File: src/rtl/prdd_pkg.sv
`default_nettype none
// ----------------------------------------------------------------------------
// prdd_pkg
// Shared types and constants of the planar run-length / delta decoder.
// ----------------------------------------------------------------------------
package prdd_pkg;

  localparam int unsigned RecordBitsDefault    = 24;
  localparam int unsigned MaxValueBytesDefault = 4;

  localparam int unsigned CfgIndexWidth = 2;
  localparam int unsigned CfgDataWidth  = 24;

  // Configuration register indexes.
  localparam logic [CfgIndexWidth-1:0] CFG_PLANE_TOTAL  = 2'd0;
  localparam logic [CfgIndexWidth-1:0] CFG_RECORD_TOTAL = 2'd1;
  localparam logic [CfgIndexWidth-1:0] CFG_WIDE_SAMPLES = 2'd2;

  // Error codes of a result.
  localparam logic [1:0] ERR_NONE   = 2'd0;
  localparam logic [1:0] ERR_MODE   = 2'd1;
  localparam logic [1:0] ERR_LENGTH = 2'd2;
  localparam logic [1:0] ERR_TRUNC  = 2'd3;

  localparam logic [7:0] LEN_MASK  = 8'h7F;
  localparam logic [7:0] RUN_BIT   = 8'h80;
  localparam logic [7:0] MODE_MAX  = 8'd3;

  typedef struct packed {
    logic [7:0]  plane_total;
    logic [23:0] record_total;
    logic        wide_samples;
  } cfg_t;

  typedef struct packed {
    logic [7:0] data_byte;
    logic       final_byte;
  } item_t;

  typedef struct packed {
    logic [31:0] first_value;
    logic [31:0] step_value;
    logic [6:0]  value_count;
    logic [23:0] record_index;
    logic [7:0]  plane_index;
    logic        pool_done;
    logic [1:0]  error_code;
  } result_t;

endpackage
`default_nettype wire

File: src/rtl/prdd_in_if.sv
`default_nettype none
// ----------------------------------------------------------------------------
// prdd_in_if
// Byte channel into the decoder.
// ----------------------------------------------------------------------------
interface prdd_in_if;
  logic       valid;
  logic       ready;
  logic [7:0] data_byte;
  logic       final_byte;

  modport source (output valid, output data_byte, output final_byte, input ready);
  modport sink (input valid, input data_byte, input final_byte, output ready);
endinterface
`default_nettype wire

File: src/rtl/prdd_out_if.sv
`default_nettype none
// ----------------------------------------------------------------------------
// prdd_out_if
// Descriptor channel out of the decoder.
// ----------------------------------------------------------------------------
interface prdd_out_if;
  logic        valid;
  logic        ready;
  logic [31:0] first_value;
  logic [31:0] step_value;
  logic [6:0]  value_count;
  logic [23:0] record_index;
  logic [7:0]  plane_index;
  logic        pool_done;
  logic [1:0]  error_code;

  modport source (output valid, output first_value, output step_value, output value_count,
                  output record_index, output plane_index, output pool_done,
                  output error_code, input ready);
  modport sink (input valid, input first_value, input step_value, input value_count,
                input record_index, input plane_index, input pool_done,
                input error_code, output ready);
endinterface
`default_nettype wire

File: src/rtl/prdd_cfg_if.sv
`default_nettype none
// ----------------------------------------------------------------------------
// prdd_cfg_if
// Configuration write channel.
// ----------------------------------------------------------------------------
interface prdd_cfg_if;
  logic        valid;
  logic        ready;
  logic [1:0]  reg_index;
  logic [23:0] write_data;

  modport source (output valid, output reg_index, output write_data, input ready);
  modport sink (input valid, input reg_index, input write_data, output ready);
endinterface
`default_nettype wire

File: src/rtl/prdd_cfg_regs.sv
`default_nettype none
// ----------------------------------------------------------------------------
// prdd_cfg_regs
// Decodes configuration writes into the decoder's registers.
// ----------------------------------------------------------------------------
module prdd_cfg_regs (
  input  logic                                    clk_i,
  input  logic                                    rst_ni,
  input  logic                                    wr_valid_i,
  input  logic [prdd_pkg::CfgIndexWidth-1:0]      wr_index_i,
  input  logic [prdd_pkg::CfgDataWidth-1:0]       wr_data_i,
  output prdd_pkg::cfg_t                          cfg_o
);
  import prdd_pkg::*;

  cfg_t cfg_q;
  cfg_t cfg_d;

  always_comb begin
    cfg_d = cfg_q;
    if (wr_valid_i) begin
      unique case (wr_index_i)
        CFG_PLANE_TOTAL:  cfg_d.plane_total  = wr_data_i[7:0];
        CFG_RECORD_TOTAL: cfg_d.record_total = wr_data_i;
        CFG_WIDE_SAMPLES: cfg_d.wide_samples = wr_data_i[0];
        default:          cfg_d = cfg_q;
      endcase
    end
  end

  always_ff @(posedge clk_i or negedge rst_ni) begin
    if (!rst_ni) begin
      cfg_q.plane_total  <= 8'd1;
      cfg_q.record_total <= '0;
      cfg_q.wide_samples <= 1'b0;
    end else begin
      cfg_q <= cfg_d;
    end
  end

  assign cfg_o = cfg_q;

endmodule
`default_nettype wire

File: src/rtl/prdd_in_stage.sv
`default_nettype none
// ----------------------------------------------------------------------------
// prdd_in_stage
// Input register holding one byte item for the decode step.
// ----------------------------------------------------------------------------
module prdd_in_stage (
  input  logic            clk_i,
  input  logic            rst_ni,
  input  logic            in_valid_i,
  input  prdd_pkg::item_t in_item_i,
  output logic            in_ready_o,
  output logic            item_valid_o,
  output prdd_pkg::item_t item_o,
  input  logic            advance_i
);
  import prdd_pkg::*;

  logic  valid_q;
  logic  valid_d;
  item_t item_q;
  logic  take;

  assign in_ready_o = !valid_q || advance_i;
  assign take       = in_valid_i && in_ready_o;

  always_comb begin
    valid_d = valid_q;
    if (take) begin
      valid_d = 1'b1;
    end else if (advance_i) begin
      valid_d = 1'b0;
    end
  end

  always_ff @(posedge clk_i or negedge rst_ni) begin
    if (!rst_ni) begin
      valid_q <= 1'b0;
    end else begin
      valid_q <= valid_d;
    end
  end

  always_ff @(posedge clk_i) begin
    if (take) begin
      item_q <= in_item_i;
    end
  end

  assign item_valid_o = valid_q;
  assign item_o       = item_q;

endmodule
`default_nettype wire

File: src/rtl/prdd_core.sv
`default_nettype none
// ----------------------------------------------------------------------------
// prdd_core
// Decode state and the combinational step that consumes one body byte.
// ----------------------------------------------------------------------------
module prdd_core #(
  parameter int unsigned RECORD_BITS     = prdd_pkg::RecordBitsDefault,
  parameter int unsigned MAX_VALUE_BYTES = prdd_pkg::MaxValueBytesDefault
) (
  input  logic              clk_i,
  input  logic              rst_ni,
  input  prdd_pkg::cfg_t    cfg_i,
  input  logic              step_i,
  input  prdd_pkg::item_t   item_i,
  output logic              res_valid_o,
  output prdd_pkg::result_t res_o
);
  import prdd_pkg::*;

  localparam int unsigned RB = RECORD_BITS;
  localparam int unsigned VW = 8 * MAX_VALUE_BYTES;

  typedef enum logic [1:0] {PH_MODE, PH_CODE, PH_VALUE} phase_e;
  typedef enum logic [1:0] {H_RUN, H_PENDING, H_DONE, H_ERROR} halt_e;

  phase_e        phase_q, phase_d;
  halt_e         halted_q, halted_d;
  logic [7:0]    plane_q, plane_d;
  logic [RB-1:0] rec_q, rec_d;
  logic [VW-1:0] sum_q, sum_d;
  logic [VW-1:0] shift_q, shift_d;
  logic [1:0]    bpos_q, bpos_d;
  logic [6:0]    group_q, group_d;
  logic [1:0]    mode_q, mode_d;
  logic          run_q, run_d;
  logic [8:0]    deficit_q, deficit_d;

  logic [RB-1:0] total;
  logic [RB-1:0] left;
  logic [7:0]    plane_limit;
  logic [7:0]    plane_inc;
  logic [VW-1:0] vmask;
  logic [2:0]    nbytes;
  logic [2:0]    bpos_inc;
  logic [8:0]    deficit_dec;
  logic [8:0]    need;
  logic [6:0]    len;
  logic [6:0]    cnt;
  logic [6:0]    group_next;
  logic [VW-1:0] shift_new;
  logic [VW-1:0] val;
  logic [VW-1:0] prod;
  logic          plane_end;
  logic          mode_end;
  logic          done_now;
  logic          res_valid;
  result_t       res;

  always_comb begin
    total       = RB'(cfg_i.record_total);
    plane_limit = (cfg_i.plane_total == 8'd0) ? 8'd1 : cfg_i.plane_total;
    vmask       = cfg_i.wide_samples ? {VW{1'b1}} : VW'(16'hFFFF);
    nbytes      = cfg_i.wide_samples ? 3'(MAX_VALUE_BYTES) : 3'd2;
    deficit_dec = (deficit_q != 9'd0) ? deficit_q - 9'd1 : deficit_q;
    len         = item_i.data_byte[6:0] & LEN_MASK[6:0];
    left        = total - rec_q;
    need        = '0;
    cnt         = '0;
    group_next  = '0;
    val         = '0;
    prod        = '0;
    bpos_inc    = {1'b0, bpos_q} + 3'd1;
    plane_inc   = plane_q + 8'd1;
    shift_new   = shift_q;
    for (int j = 0; j < MAX_VALUE_BYTES; j++) begin
      if (bpos_q == 2'(j)) begin
        shift_new[8*j +: 8] = item_i.data_byte;
      end
    end

    phase_d   = phase_q;
    halted_d  = halted_q;
    plane_d   = plane_q;
    rec_d     = rec_q;
    sum_d     = sum_q;
    shift_d   = shift_q;
    bpos_d    = bpos_q;
    group_d   = group_q;
    mode_d    = mode_q;
    run_d     = run_q;
    deficit_d = deficit_dec;
    plane_end = 1'b0;
    mode_end  = 1'b0;
    done_now  = 1'b0;
    res_valid = 1'b0;
    res       = '0;

    if (halted_q == H_PENDING) begin
      if (deficit_dec == 9'd0) begin
        halted_d      = H_DONE;
        res_valid     = 1'b1;
        res.pool_done = 1'b1;
      end
    end else if (halted_q == H_RUN) begin
      unique case (phase_q)
        PH_MODE: begin
          if (item_i.data_byte > MODE_MAX) begin
            halted_d         = H_ERROR;
            res_valid        = 1'b1;
            res.record_index = 24'(rec_q);
            res.plane_index  = plane_q;
            res.error_code   = ERR_MODE;
          end else begin
            mode_d  = item_i.data_byte[1:0];
            rec_d   = '0;
            sum_d   = '0;
            shift_d = '0;
            bpos_d  = '0;
            if (total == '0) begin
              plane_end = 1'b1;
              mode_end  = 1'b1;
            end else if (item_i.data_byte[1]) begin
              phase_d = PH_CODE;
            end else begin
              phase_d = PH_VALUE;
              run_d   = 1'b0;
              group_d = '0;
            end
          end
        end
        PH_CODE: begin
          if (len == 7'd0) begin
            halted_d         = H_ERROR;
            res_valid        = 1'b1;
            res.record_index = 24'(rec_q);
            res.plane_index  = plane_q;
            res.error_code   = ERR_LENGTH;
          end else begin
            run_d   = (item_i.data_byte & RUN_BIT) != 8'd0;
            group_d = (RB'(len) < left) ? len : left[6:0];
            need    = run_d ? 9'(nbytes) : 9'(len) * 9'(nbytes);
            if (need > deficit_dec) begin
              deficit_d = need;
            end
            shift_d = '0;
            bpos_d  = '0;
            phase_d = PH_VALUE;
          end
        end
        default: begin
          if (bpos_inc >= nbytes) begin
            val  = shift_new & vmask;
            cnt  = run_q ? group_q : 7'd1;
            prod = val * VW'(cnt);
            res_valid        = 1'b1;
            res.value_count  = cnt;
            res.record_index = 24'(rec_q);
            res.plane_index  = plane_q;
            if (mode_q[0]) begin
              res.first_value = 32'((sum_q + val) & vmask);
              res.step_value  = 32'(val);
              sum_d           = (sum_q + prod) & vmask;
            end else begin
              res.first_value = 32'(val);
            end
            rec_d   = rec_q + RB'(cnt);
            shift_d = '0;
            bpos_d  = '0;
            if (mode_q[1]) begin
              group_next = run_q ? 7'd0 : group_q - 7'd1;
              group_d    = group_next;
              if (group_next == 7'd0) begin
                phase_d = PH_CODE;
              end
            end
            if (rec_d >= total) begin
              plane_end = 1'b1;
            end
          end else begin
            shift_d = shift_new;
            bpos_d  = bpos_inc[1:0];
          end
        end
      endcase

      if (plane_end) begin
        plane_d = plane_inc;
        rec_d   = '0;
        sum_d   = '0;
        phase_d = PH_MODE;
        if (plane_inc >= plane_limit) begin
          if (deficit_dec == 9'd0) begin
            halted_d = H_DONE;
            done_now = 1'b1;
          end else begin
            halted_d = H_PENDING;
          end
        end
      end
      if (mode_end) begin
        res_valid = done_now;
      end
      res.pool_done = done_now;
    end

    if (item_i.final_byte) begin
      if (halted_d == H_RUN || halted_d == H_PENDING) begin
        if (res_valid) begin
          res.pool_done  = 1'b0;
          res.error_code = ERR_TRUNC;
        end else begin
          res              = '0;
          res_valid        = 1'b1;
          res.record_index = (halted_d == H_RUN) ? 24'(rec_d) : 24'd0;
          res.plane_index  = (halted_d == H_RUN) ? plane_d : 8'd0;
          res.error_code   = ERR_TRUNC;
        end
      end
      phase_d   = PH_MODE;
      halted_d  = H_RUN;
      plane_d   = '0;
      rec_d     = '0;
      sum_d     = '0;
      shift_d   = '0;
      bpos_d    = '0;
      group_d   = '0;
      mode_d    = '0;
      run_d     = 1'b0;
      deficit_d = '0;
    end
  end

  always_ff @(posedge clk_i or negedge rst_ni) begin
    if (!rst_ni) begin
      phase_q   <= PH_MODE;
      halted_q  <= H_RUN;
      plane_q   <= '0;
      rec_q     <= '0;
      sum_q     <= '0;
      shift_q   <= '0;
      bpos_q    <= '0;
      group_q   <= '0;
      mode_q    <= '0;
      run_q     <= 1'b0;
      deficit_q <= '0;
    end else if (step_i) begin
      phase_q   <= phase_d;
      halted_q  <= halted_d;
      plane_q   <= plane_d;
      rec_q     <= rec_d;
      sum_q     <= sum_d;
      shift_q   <= shift_d;
      bpos_q    <= bpos_d;
      group_q   <= group_d;
      mode_q    <= mode_d;
      run_q     <= run_d;
      deficit_q <= deficit_d;
    end
  end

  assign res_valid_o = res_valid;
  assign res_o       = res;

endmodule
`default_nettype wire

File: src/rtl/prdd_out_stage.sv
`default_nettype none
// ----------------------------------------------------------------------------
// prdd_out_stage
// Result register that holds a descriptor until the sink takes it.
// ----------------------------------------------------------------------------
module prdd_out_stage (
  input  logic              clk_i,
  input  logic              rst_ni,
  input  logic              load_i,
  input  prdd_pkg::result_t res_i,
  output logic              can_take_o,
  output logic              out_valid_o,
  output prdd_pkg::result_t out_res_o,
  input  logic              out_ready_i
);
  import prdd_pkg::*;

  logic    valid_q;
  logic    valid_d;
  result_t res_q;

  assign can_take_o = !valid_q || out_ready_i;

  always_comb begin
    valid_d = valid_q;
    if (load_i) begin
      valid_d = 1'b1;
    end else if (out_ready_i) begin
      valid_d = 1'b0;
    end
  end

  always_ff @(posedge clk_i or negedge rst_ni) begin
    if (!rst_ni) begin
      valid_q <= 1'b0;
    end else begin
      valid_q <= valid_d;
    end
  end

  always_ff @(posedge clk_i) begin
    if (load_i) begin
      res_q <= res_i;
    end
  end

  assign out_valid_o = valid_q;
  assign out_res_o   = res_q;

endmodule
`default_nettype wire

File: src/rtl/planar_rle_delta_decoder.sv
`default_nettype none
// ----------------------------------------------------------------------------
// planar_rle_delta_decoder
// Decodes a planar point-pool body, one byte per item, into run and value
// descriptors with delta accumulation and status reports.
// ----------------------------------------------------------------------------
//  Channel  Dir  Handshake     Payload
//  in_ch    in   valid/ready   data_byte, final_byte
//  out_ch   out  valid/ready   first_value .. error_code (one descriptor)
//  cfg_ch   in   valid/ready   reg_index, write_data (always ready)
//
// One byte item is taken per cycle while the result register can take a
// result; an accepted item waits in the input register, and any result of
// it is loaded into the result register when the decode step advances. The
// two registers stand around the combinational decode step.
// The input side keeps flowing while a result waits, until both registers
// hold an item. Reset clears all decode state; no clearing pass is needed.
// ----------------------------------------------------------------------------
module planar_rle_delta_decoder #(
  parameter int unsigned RECORD_BITS     = prdd_pkg::RecordBitsDefault,
  parameter int unsigned MAX_VALUE_BYTES = prdd_pkg::MaxValueBytesDefault
) (
  input  logic clk_i,
  input  logic rst_ni,
  prdd_in_if.sink    in_ch,
  prdd_out_if.source out_ch,
  prdd_cfg_if.sink   cfg_ch
);
  import prdd_pkg::*;

  cfg_t    cfg;
  item_t   in_item;
  item_t   item;
  logic    item_valid;
  logic    can_take;
  logic    step;
  logic    res_valid;
  result_t res;
  result_t out_res;

  assign cfg_ch.ready = 1'b1;

  prdd_cfg_regs u_cfg (
    .clk_i      (clk_i),
    .rst_ni     (rst_ni),
    .wr_valid_i (cfg_ch.valid),
    .wr_index_i (cfg_ch.reg_index),
    .wr_data_i  (cfg_ch.write_data),
    .cfg_o      (cfg)
  );

  assign in_item.data_byte  = in_ch.data_byte;
  assign in_item.final_byte = in_ch.final_byte;

  prdd_in_stage u_in (
    .clk_i        (clk_i),
    .rst_ni       (rst_ni),
    .in_valid_i   (in_ch.valid),
    .in_item_i    (in_item),
    .in_ready_o   (in_ch.ready),
    .item_valid_o (item_valid),
    .item_o       (item),
    .advance_i    (step)
  );

  assign step = item_valid && can_take;

  prdd_core #(
    .RECORD_BITS     (RECORD_BITS),
    .MAX_VALUE_BYTES (MAX_VALUE_BYTES)
  ) u_core (
    .clk_i       (clk_i),
    .rst_ni      (rst_ni),
    .cfg_i       (cfg),
    .step_i      (step),
    .item_i      (item),
    .res_valid_o (res_valid),
    .res_o       (res)
  );

  prdd_out_stage u_out (
    .clk_i       (clk_i),
    .rst_ni      (rst_ni),
    .load_i      (step && res_valid),
    .res_i       (res),
    .can_take_o  (can_take),
    .out_valid_o (out_ch.valid),
    .out_res_o   (out_res),
    .out_ready_i (out_ch.ready)
  );

  assign out_ch.first_value  = out_res.first_value;
  assign out_ch.step_value   = out_res.step_value;
  assign out_ch.value_count  = out_res.value_count;
  assign out_ch.record_index = out_res.record_index;
  assign out_ch.plane_index  = out_res.plane_index;
  assign out_ch.pool_done    = out_res.pool_done;
  assign out_ch.error_code   = out_res.error_code;

endmodule
`default_nettype wire
File: src/flat_wrapper.sv
// flat-port wrapper written by rule: the top's interface ports become plain ports
module planar_rle_delta_decoder_flat import prdd_pkg::*;
#(
  parameter int unsigned RECORD_BITS     = prdd_pkg::RecordBitsDefault,
  parameter int unsigned MAX_VALUE_BYTES = prdd_pkg::MaxValueBytesDefault
)
  (clk_i, rst_ni, in_ch_valid, in_ch_data_byte, in_ch_final_byte, in_ch_ready, out_ch_valid, out_ch_first_value, out_ch_step_value, out_ch_value_count, out_ch_record_index, out_ch_plane_index, out_ch_pool_done, out_ch_error_code, out_ch_ready, cfg_ch_valid, cfg_ch_reg_index, cfg_ch_write_data, cfg_ch_ready);
  prdd_in_if in_ch_i ();
  prdd_out_if out_ch_i ();
  prdd_cfg_if cfg_ch_i ();
  input  logic clk_i;
  input  logic rst_ni;
  input wire logic [$bits(in_ch_i.valid)-1:0] in_ch_valid;
  input wire logic [$bits(in_ch_i.data_byte)-1:0] in_ch_data_byte;
  input wire logic [$bits(in_ch_i.final_byte)-1:0] in_ch_final_byte;
  output wire logic [$bits(in_ch_i.ready)-1:0] in_ch_ready;
  output wire logic [$bits(out_ch_i.valid)-1:0] out_ch_valid;
  output wire logic [$bits(out_ch_i.first_value)-1:0] out_ch_first_value;
  output wire logic [$bits(out_ch_i.step_value)-1:0] out_ch_step_value;
  output wire logic [$bits(out_ch_i.value_count)-1:0] out_ch_value_count;
  output wire logic [$bits(out_ch_i.record_index)-1:0] out_ch_record_index;
  output wire logic [$bits(out_ch_i.plane_index)-1:0] out_ch_plane_index;
  output wire logic [$bits(out_ch_i.pool_done)-1:0] out_ch_pool_done;
  output wire logic [$bits(out_ch_i.error_code)-1:0] out_ch_error_code;
  input wire logic [$bits(out_ch_i.ready)-1:0] out_ch_ready;
  input wire logic [$bits(cfg_ch_i.valid)-1:0] cfg_ch_valid;
  input wire logic [$bits(cfg_ch_i.reg_index)-1:0] cfg_ch_reg_index;
  input wire logic [$bits(cfg_ch_i.write_data)-1:0] cfg_ch_write_data;
  output wire logic [$bits(cfg_ch_i.ready)-1:0] cfg_ch_ready;
  assign in_ch_i.valid = in_ch_valid;
  assign in_ch_i.data_byte = in_ch_data_byte;
  assign in_ch_i.final_byte = in_ch_final_byte;
  assign in_ch_ready = in_ch_i.ready;
  assign out_ch_valid = out_ch_i.valid;
  assign out_ch_first_value = out_ch_i.first_value;
  assign out_ch_step_value = out_ch_i.step_value;
  assign out_ch_value_count = out_ch_i.value_count;
  assign out_ch_record_index = out_ch_i.record_index;
  assign out_ch_plane_index = out_ch_i.plane_index;
  assign out_ch_pool_done = out_ch_i.pool_done;
  assign out_ch_error_code = out_ch_i.error_code;
  assign out_ch_i.ready = out_ch_ready;
  assign cfg_ch_i.valid = cfg_ch_valid;
  assign cfg_ch_i.reg_index = cfg_ch_reg_index;
  assign cfg_ch_i.write_data = cfg_ch_write_data;
  assign cfg_ch_ready = cfg_ch_i.ready;
  planar_rle_delta_decoder #(.RECORD_BITS(RECORD_BITS), .MAX_VALUE_BYTES(MAX_VALUE_BYTES)) u_core (.clk_i(clk_i), .rst_ni(rst_ni), .in_ch(in_ch_i), .out_ch(out_ch_i), .cfg_ch(cfg_ch_i));
endmodule
File: config.mk
export PLATFORM = sky130hd
export DESIGN_NAME = planar_rle_delta_decoder_flat
export DESIGN_NICKNAME = d
export VERILOG_FILES = /design/src/rtl/prdd_pkg.sv /design/src/rtl/prdd_in_if.sv /design/src/rtl/prdd_out_if.sv /design/src/rtl/prdd_cfg_if.sv /design/src/rtl/prdd_cfg_regs.sv /design/src/rtl/prdd_in_stage.sv /design/src/rtl/prdd_core.sv /design/src/rtl/prdd_out_stage.sv /design/src/rtl/planar_rle_delta_decoder.sv /design/src/flat_wrapper.sv
export SDC_FILE = /design/constraint.sdc
export NUM_CORES = 1
export LEC_CHECK = 0
export BUFFER_PORTS_ARGS = -buffer_cell sky130_fd_sc_hd__buf_2
export CAP_MARGIN = 40
export CORE_MARGIN = 5
export CORE_UTILIZATION = 65
export CTS_BUF_LIST = sky130_fd_sc_hd__clkbuf_4 sky130_fd_sc_hd__clkbuf_8 sky130_fd_sc_hd__clkbuf_16
export CTS_CLUSTER_SIZE = 12
export DETAILED_ROUTE_END_ITERATION = 7
export PLACE_DENSITY_LB_ADDON = 0.3
export SYNTH_ARGS = -nofsm -noshare
export SYNTH_HDL_FRONTEND = slang
export SYNTH_SLANG_ARGS = --single-unit
File: constraint.sdc
create_clock -name clk_i -period 23 [get_ports clk_i]
set_input_delay 2.3 -clock clk_i [delete_from_list [all_inputs] [get_ports clk_i]]
set_output_delay 2.3 -clock clk_i [all_outputs]
set_load 0.02 [all_outputs]
; Word-level counts from Yosys, hierarchy flattened
; Index checks and enable logic that the tools add are counted.
[classes]
add_sub_neg = 8
multipliers = 2
n_div = 0
order_cmp = 6
n_eq_ne = 18
shift = 0
muxes = 140
bitwise_logic = 3
n_reduce_logical = 41
[ops]
columns = op, count
row1 = $mux W32, 17
row2 = $mux W106, 3
row3 = $mux W103, 3
row4 = $pmux W32 S2, 3
row5 = $mux W24, 7
row6 = $and A32 B32 Y32, 3
row7 = $mux W7, 12
row8 = $mux W8, 10
row9 = $mux W9, 8
row10 = $mux W71, 1
row11 = $mux W2, 33
row12 = $add A32 B32 Y32, 2
row13 = $pmux W24 S2, 1
row14 = $mux W1, 33
row15 = $mul A32 B7 Y32, 1
row16 = $add A24 B7 Y24, 1
row17 = $ge A24 B24 Y1, 1
row18 = $logic_not A24 Y1, 1
row19 = $lt A7 B24 Y1, 1
row20 = $sub A24 B24 Y24, 1
row21 = $reduce_and A9 Y1, 2
row22 = $pmux W2 S2, 4
row23 = $reduce_bool A4 Y1, 4
row24 = $reduce_bool A5 Y1, 3
row25 = other kinds (33), 63
[word_totals]
regBits = 271
latch_bits = 0
ramBits = 0
rom_bits = 0
in_bits = 40
out_inout_bits = 109
wordCells = 243
mem_count = 0

; Logic depth before layout (Yosys ltp)
[depth]
word_depth = 17
depth_mapped = 26
ltp_nobuf = 24

; Hierarchy
; From an unflattened synthesis, not the netlist that was laid out.
[hier_totals]
cells_unflattened = 2547
area_unflattened_um2 = 23720.2
[by_module_without_submodules]
columns = module, n_inst, cells_each, area_each_um2
row1 = prdd_core, 1, 2350, 18874.4
row2 = prdd_out_stage, 1, 109, 3230.6
row3 = prdd_cfg_regs, 1, 71, 1267.5
row4 = prdd_in_stage, 1, 13, 324.1
row5 = planar_rle_delta_decoder, 1, 4, 23.8

; Least setup slack after synthesis
; No wires, ideal clock.
[synth_path]
path_type = register -> register
start = reg u_core.u_core.run_q
end = reg u_core.u_out.res_q, in the netlist u_core.u_out.out_res_o[0], enable pin
setup_time_ns = 0.572
arrival_ns = 9.406
required_time_ns = 22.428
path_slack_ns = 13.022
stages_incl_launch_ff = 25
period_less_slack_ns = 9.978
path_cell_list = dfrtp_1 clkbuf_1 nor2b_1 inv_1 clkbuf_1 ha_1 o22ai_1 o22ai_1 a32oi_1 a21oi_1 a31oi_1 or3_1 clkbuf_1 nor2_1 xnor2_1 ha_1 a211o_1 or2_2 a31oi_1 o211ai_1 and3_1 clkbuf_1 o31ai_1 a21oi_1 nor2_1
[synth_between]
elab_chain_len = 16
[synth_rtl]
columns = element, line_no
row1 = start: declaration, prdd_core.sv:35  ; logic run_q, run_d;
row2 = start signal: assignment, prdd_core.sv:256  ; run_q <= run_d;
row3 = $mux W7 (*), prdd_core.sv:153  ; cnt = run_q ? group_q : 7'd1;
row4 = $add A24 B7 Y24 (*), prdd_core.sv:166  ; rec_d = rec_q + RB'(cnt);
row5 = $ge A24 B24 Y1 (*), prdd_core.sv:176  ; if (rec_d >= total) begin
row6 = $mux W1 (*), prdd_core.sv:176
row7 = $mux W1 (*), prdd_core.sv:151  ; if (bpos_inc >= nbytes) begin
row8 = $pmux W1 S2 (*), prdd_core.sv:105  ; unique case (phase_q)
row9 = $mux W1 (*), prdd_core.sv:104  ; end else if (halted_q == H_RUN) begin
row10 = $mux W1 (*), prdd_core.sv:98  ; if (halted_q == H_PENDING) begin
row11 = $mux W2, prdd_core.sv:186  ; if (plane_end) begin
row12 = $mux W2, prdd_core.sv:104
row13 = $mux W2, prdd_core.sv:98
row14 = $eq A2 B1 Y1 / $logic_not A2 Y1 (equally long branches), prdd_core.sv:207  ; if (halted_d == H_RUN || halted_d == H_PENDING) begin
row15 = $logic_or A1 B1 Y1, prdd_core.sv:207
row16 = $mux W1, prdd_core.sv:207
row17 = $mux W1 (*), prdd_core.sv:206  ; if (item_i.final_byte) begin
row18 = $logic_and A1 B1 Y1 (*), planar_rle_delta_decoder.sv:84  ; .load_i (step && res_valid),
row19 = via u_core.u_out.load_i, prdd_out_stage.sv:9  ; input logic load_i,
row20 = end signal: assignment, prdd_out_stage.sv:43  ; res_q <= res_i;
row21 = end: declaration, prdd_out_stage.sv:20  ; result_t res_q;
; The timed path passes the listed nets; every way through them passes the cells marked *. The select of a mux whose other input is x is not followed.
; A chain may end at the register's enable or synchronous reset.

; Worst setup path after layout
[layout_path]
start = reg u_core.u_core.run_q
end = reg u_core.u_out.res_q, in the netlist u_core.u_out.out_res_o[89], enable pin
; Same word-level chain as after synthesis.

==> reports/metrics.cfg <==
[floorplanning]
initial_utilization = 0.6534
placement_rows = 70
die_area_sq_mm = 0.04046
ioPinCount = 149
die_height_um = 201.1
fp.dieW_um = 201.1
floorplan.core_area_sq_mm = 0.03635

[critical_path]
critical_path.endpoint_type = flop
critical-path-slowest-cell = sky130_fd_sc_hd__a31oi_1
worst_path_largest_cell_delay_ns = 0.77
timing.critical_path.fanout_max = 47
worst_r2r_startpoint = u_core.u_core.run_q
ff2ff_path_depth = 25
arrival_time_of_the_worst_setup_path_ns = 8.95
nature_of_the_critical_path_startpoint = flop
crit_top_cell = sky130_fd_sc_hd__a31oi_1
worstPathRequired_ns = 23.25
critPathKind = flop to flop
setup.reg_to_reg.worst_slack_ns = 14.30
critical_path.reg2reg.endpoint = u_core.u_out.out_res_o[89]

[logic_synthesis]
most_common_cell_in_the_netlist = sky130_fd_sc_hd__nor2_1
synth-async-reset-ratio = 0.5756
synth_seq_cells = 271
netlist-cell-type-count = 97
synth_area_leaders = sky130_fd_sc_hd__dfrtp_1 16%, sky130_fd_sc_hd__edfxtp_1 15%, sky130_fd_sc_hd__fa_1 14%
synthesis.area_sq_mm = 0.02375
synth-edff-count = 115
number_of_warning_messages_in_the_yosys_log = 0
netlist.area_leader.share = 0.1633
synth.largest_area_cell = sky130_fd_sc_hd__dfrtp_1
synthTopCellsByCount = 301 x sky130_fd_sc_hd__nor2_1, 285 x sky130_fd_sc_hd__inv_1, 251 x sky130_fd_sc_hd__nand2_1
post_synthesis_instance_total = 2607
syn-mean-instance-area_sq_um = 9.109
synth_sequential_area_ratio = 0.3099
ys_dominant_reg_cell = sky130_fd_sc_hd__dfrtp_1

[pwr]
power.share.switching = 0.4530
power_frac_comb = 0.504
p_int_mw = 1.510
power.switching_mw = 1.250
clockPowerShare = 0.206
vdd_ir_drop_max_mv = 0.06966
power.leakage_nw = 11.84
power.sequential.fraction = 0.289
power.density_mw_per_mm2 = 105.4

[timing]
tightestPinTransition_ns = 0.9810
fin_tns_setup_ns = 0
layout_worst_path_cycle_share = 0.3784
skew_ns = 0.01443
clock.fmax_mhz = 114.9
setup_viol_count_final = 0
finalMaxSlewViolations = 0
timing.final.crit_period_ns = 8.704
grt_setup_unrepaired = no
worst_slew_margin_rel = 0.3430
final_hold_viol_count = 0

[clock_network]
post_cts_hold_buffer_count = 0
clk_path_buf_depth = 3
tritoncts_num_sinks = 271
cts.reportedPaths.clkPinSlew_ns = 0.06
htree_levels = 2
post-cts-setup-buffer-count = 0
clock-root-buffer = sky130_fd_sc_hd__clkbuf_16
tritoncts = done
clock_latency_reported_for_the_late_side_of_the_worst_skew_pair_ns = 0.58
postCtsResizedCells = 0
cts_inserted_buffers = 34

[global_route]
global_route_usage_over_all_layers = 0.3531
first_global_vias = 20980
grt_antenna_before_repair = 1
grt.overflow.total = 0
grt_start_max_net_pins = 78
first_pass_grt_wire_length_mm = 114.1

[run]
drv_cap = 0

[finish]
utilization = 0.7209
area_delta_synth_final_pct = 10.33
drive_above_1_share = 0.1215
filler_cell_count = 2773
design.final.nets = 3075

[placed_design]
gp_congestion = 0.9522
detailed_place_hpwl_mm = 54.21
portbufs = 147

[detailed_routing]
vias_after_detailed_routing = 20580
post_drt_wl_per_cell_um = 22.49
drt_drc_violations_left = 0
total_iterations_of_the_first_detailed_routing_run = 7
finalWirelength_mm = 72.17
avgViaCountPerCell = 6.413
dr.first_iter.drc_count = 2035
antenna_violating_nets_post_route = 0

[min_path]
holdPathStages = 2
hold_end = u_core.u_core.shift_q[7]
hp-start = u_core.u_core.shift_q[7]
holdCritPathClass = flop to flop

[status]
status = finished, final reports clean

## cells by family (layout without fill, tap and decap cells)
group	Yosys count	count (layout)	synth area share
adder cells (fa/ha/maj)	321	321	0.2213
other	2	5	0.0003162
XOR/XNOR	108	108	0.03983
multiplexers	76	76	0.03435
flip-flops	271	271	0.3099
buffers and inverters	405	536	0.06523
AO/OA/AOI/OAI	606	606	0.1726
AND/OR/NAND/NOR	818	818	0.1566
## routing by layer
metal	global-route usage	up-vias	wire (um)
met2	0.5778	1069	33980
met1	0.4458	9981	27540
met3	0.06591	274	6053
met4	0.1925	4	4516
li1	-	9251	-
met5	0.01190	-	81
## flip-flops by register name (all words and copies together) (netlist names)
register,cells
u_core.u_core.deficit_q,9
u_core.u_core.rec_q,24
u_core.u_core.bpos_q,2
u_core.u_core.mode_q,2
u_core.u_core.phase_q,2
u_core.u_core.group_q,7
u_core.u_in.item_valid_o,1
u_core.u_core.run_q,1
u_core.u_core.sum_q,32
u_core.u_core.shift_q,32
u_core.u_out.out_res_o,106
u_core.u_core.plane_q,8
u_core.u_in.item_o,9
u_core.u_core.halted_q,2
u_core.u_cfg.cfg_o,33
u_core.u_out.out_valid_o,1
## critical path: cells and delay by family, from the launching register on
kind                     cells  cell delay, ns
AO/OA/AOI/OAI               13            3.57
AND/OR/NAND/NOR              5            1.71
buffers and inverters        4            1.56
flip-flops                   1            0.70
adder cells (fa/ha/maj)      2            0.64
XOR/XNOR                     1            0.13
## final cells by class
class                   instances  area (sq um)  share of cell area
repair buffers                187          1137             0.04341
clock buffers                  44         932.1             0.03558
diodes                          1         2.502          0.00009551
clock inverters                18         235.2            0.008978
multi-input cells            1933         14870              0.5676
inverters                     287          1077             0.04112
flip-flops and latches        271          7360              0.2809
well taps                     468         585.6             0.02235
## power by group through the flow
stage	logic [mW]	clock network (mW)	registers, mW
floorplan	0.900	0	0.860
global placement	1.29	0	0.810
detailed placement	1.36	0	0.801
CTS	1.37	0.576	0.794
global route	1.52	0.596	0.813
finish	1.39	0.570	0.799
## placed cells by master (no fill, tap or decap), drive strengths merged, types with 25 or more instances in the layout
cell type  count
xnor2         72
mux2          44
o21ai        120
ha           156
o31ai         29
nor2         303
dfrtp        155
nand3         48
buf          185
o22ai         52
inv          288
clkbuf        44
a21o          52
a22o          25
xor2          36
nor3          46
a21oi        132
fa           165
nand2        251
mux2i         32
edfxtp       115
## worst max-delay path by stage
| stage | from | end | slack, ns | cells past startpoint |
|---|---|---|---|---|
| 2_1_floorplan | u_core.u_core.run_q | u_core.u_out.out_res_o[0] | 13.02 | 24 |
| 3_3_place_gp | u_core.u_core.run_q | u_core.u_out.out_res_o[83] | 14.83 | 24 |
| 3_5_place_dp | u_core.u_core.run_q | u_core.u_out.out_res_o[95] | 14.62 | 25 |
| 4_1_cts | u_core.u_core.run_q | u_core.u_out.out_res_o[87] | 14.51 | 25 |
| 5_1_grt | u_core.u_core.run_q | u_core.u_out.out_res_o[89] | 13.85 | 25 |
| 6_report | u_core.u_core.run_q | u_core.u_out.out_res_o[89] | 14.30 | 25 |
## metrics by stage
stage	cells	hold WS, ns	area, sq um	total power, mW	setup slack [ns]
6_report	3209	0.4752	26200	2.761	14.30
5_1_grt	3208	0.4933	26200	2.930	13.85
4_1_cts	3207	0.4779	26190	2.744	14.51
3_5_place_dp	3145	0.4651	25020	2.159	14.62
3_3_place_gp	3134	0.4583	24850	2.100	14.83
2_1_floorplan	2609	0.4446	23760	1.760	13.02
No activity file was read; power rests on OpenSTA's default activity.
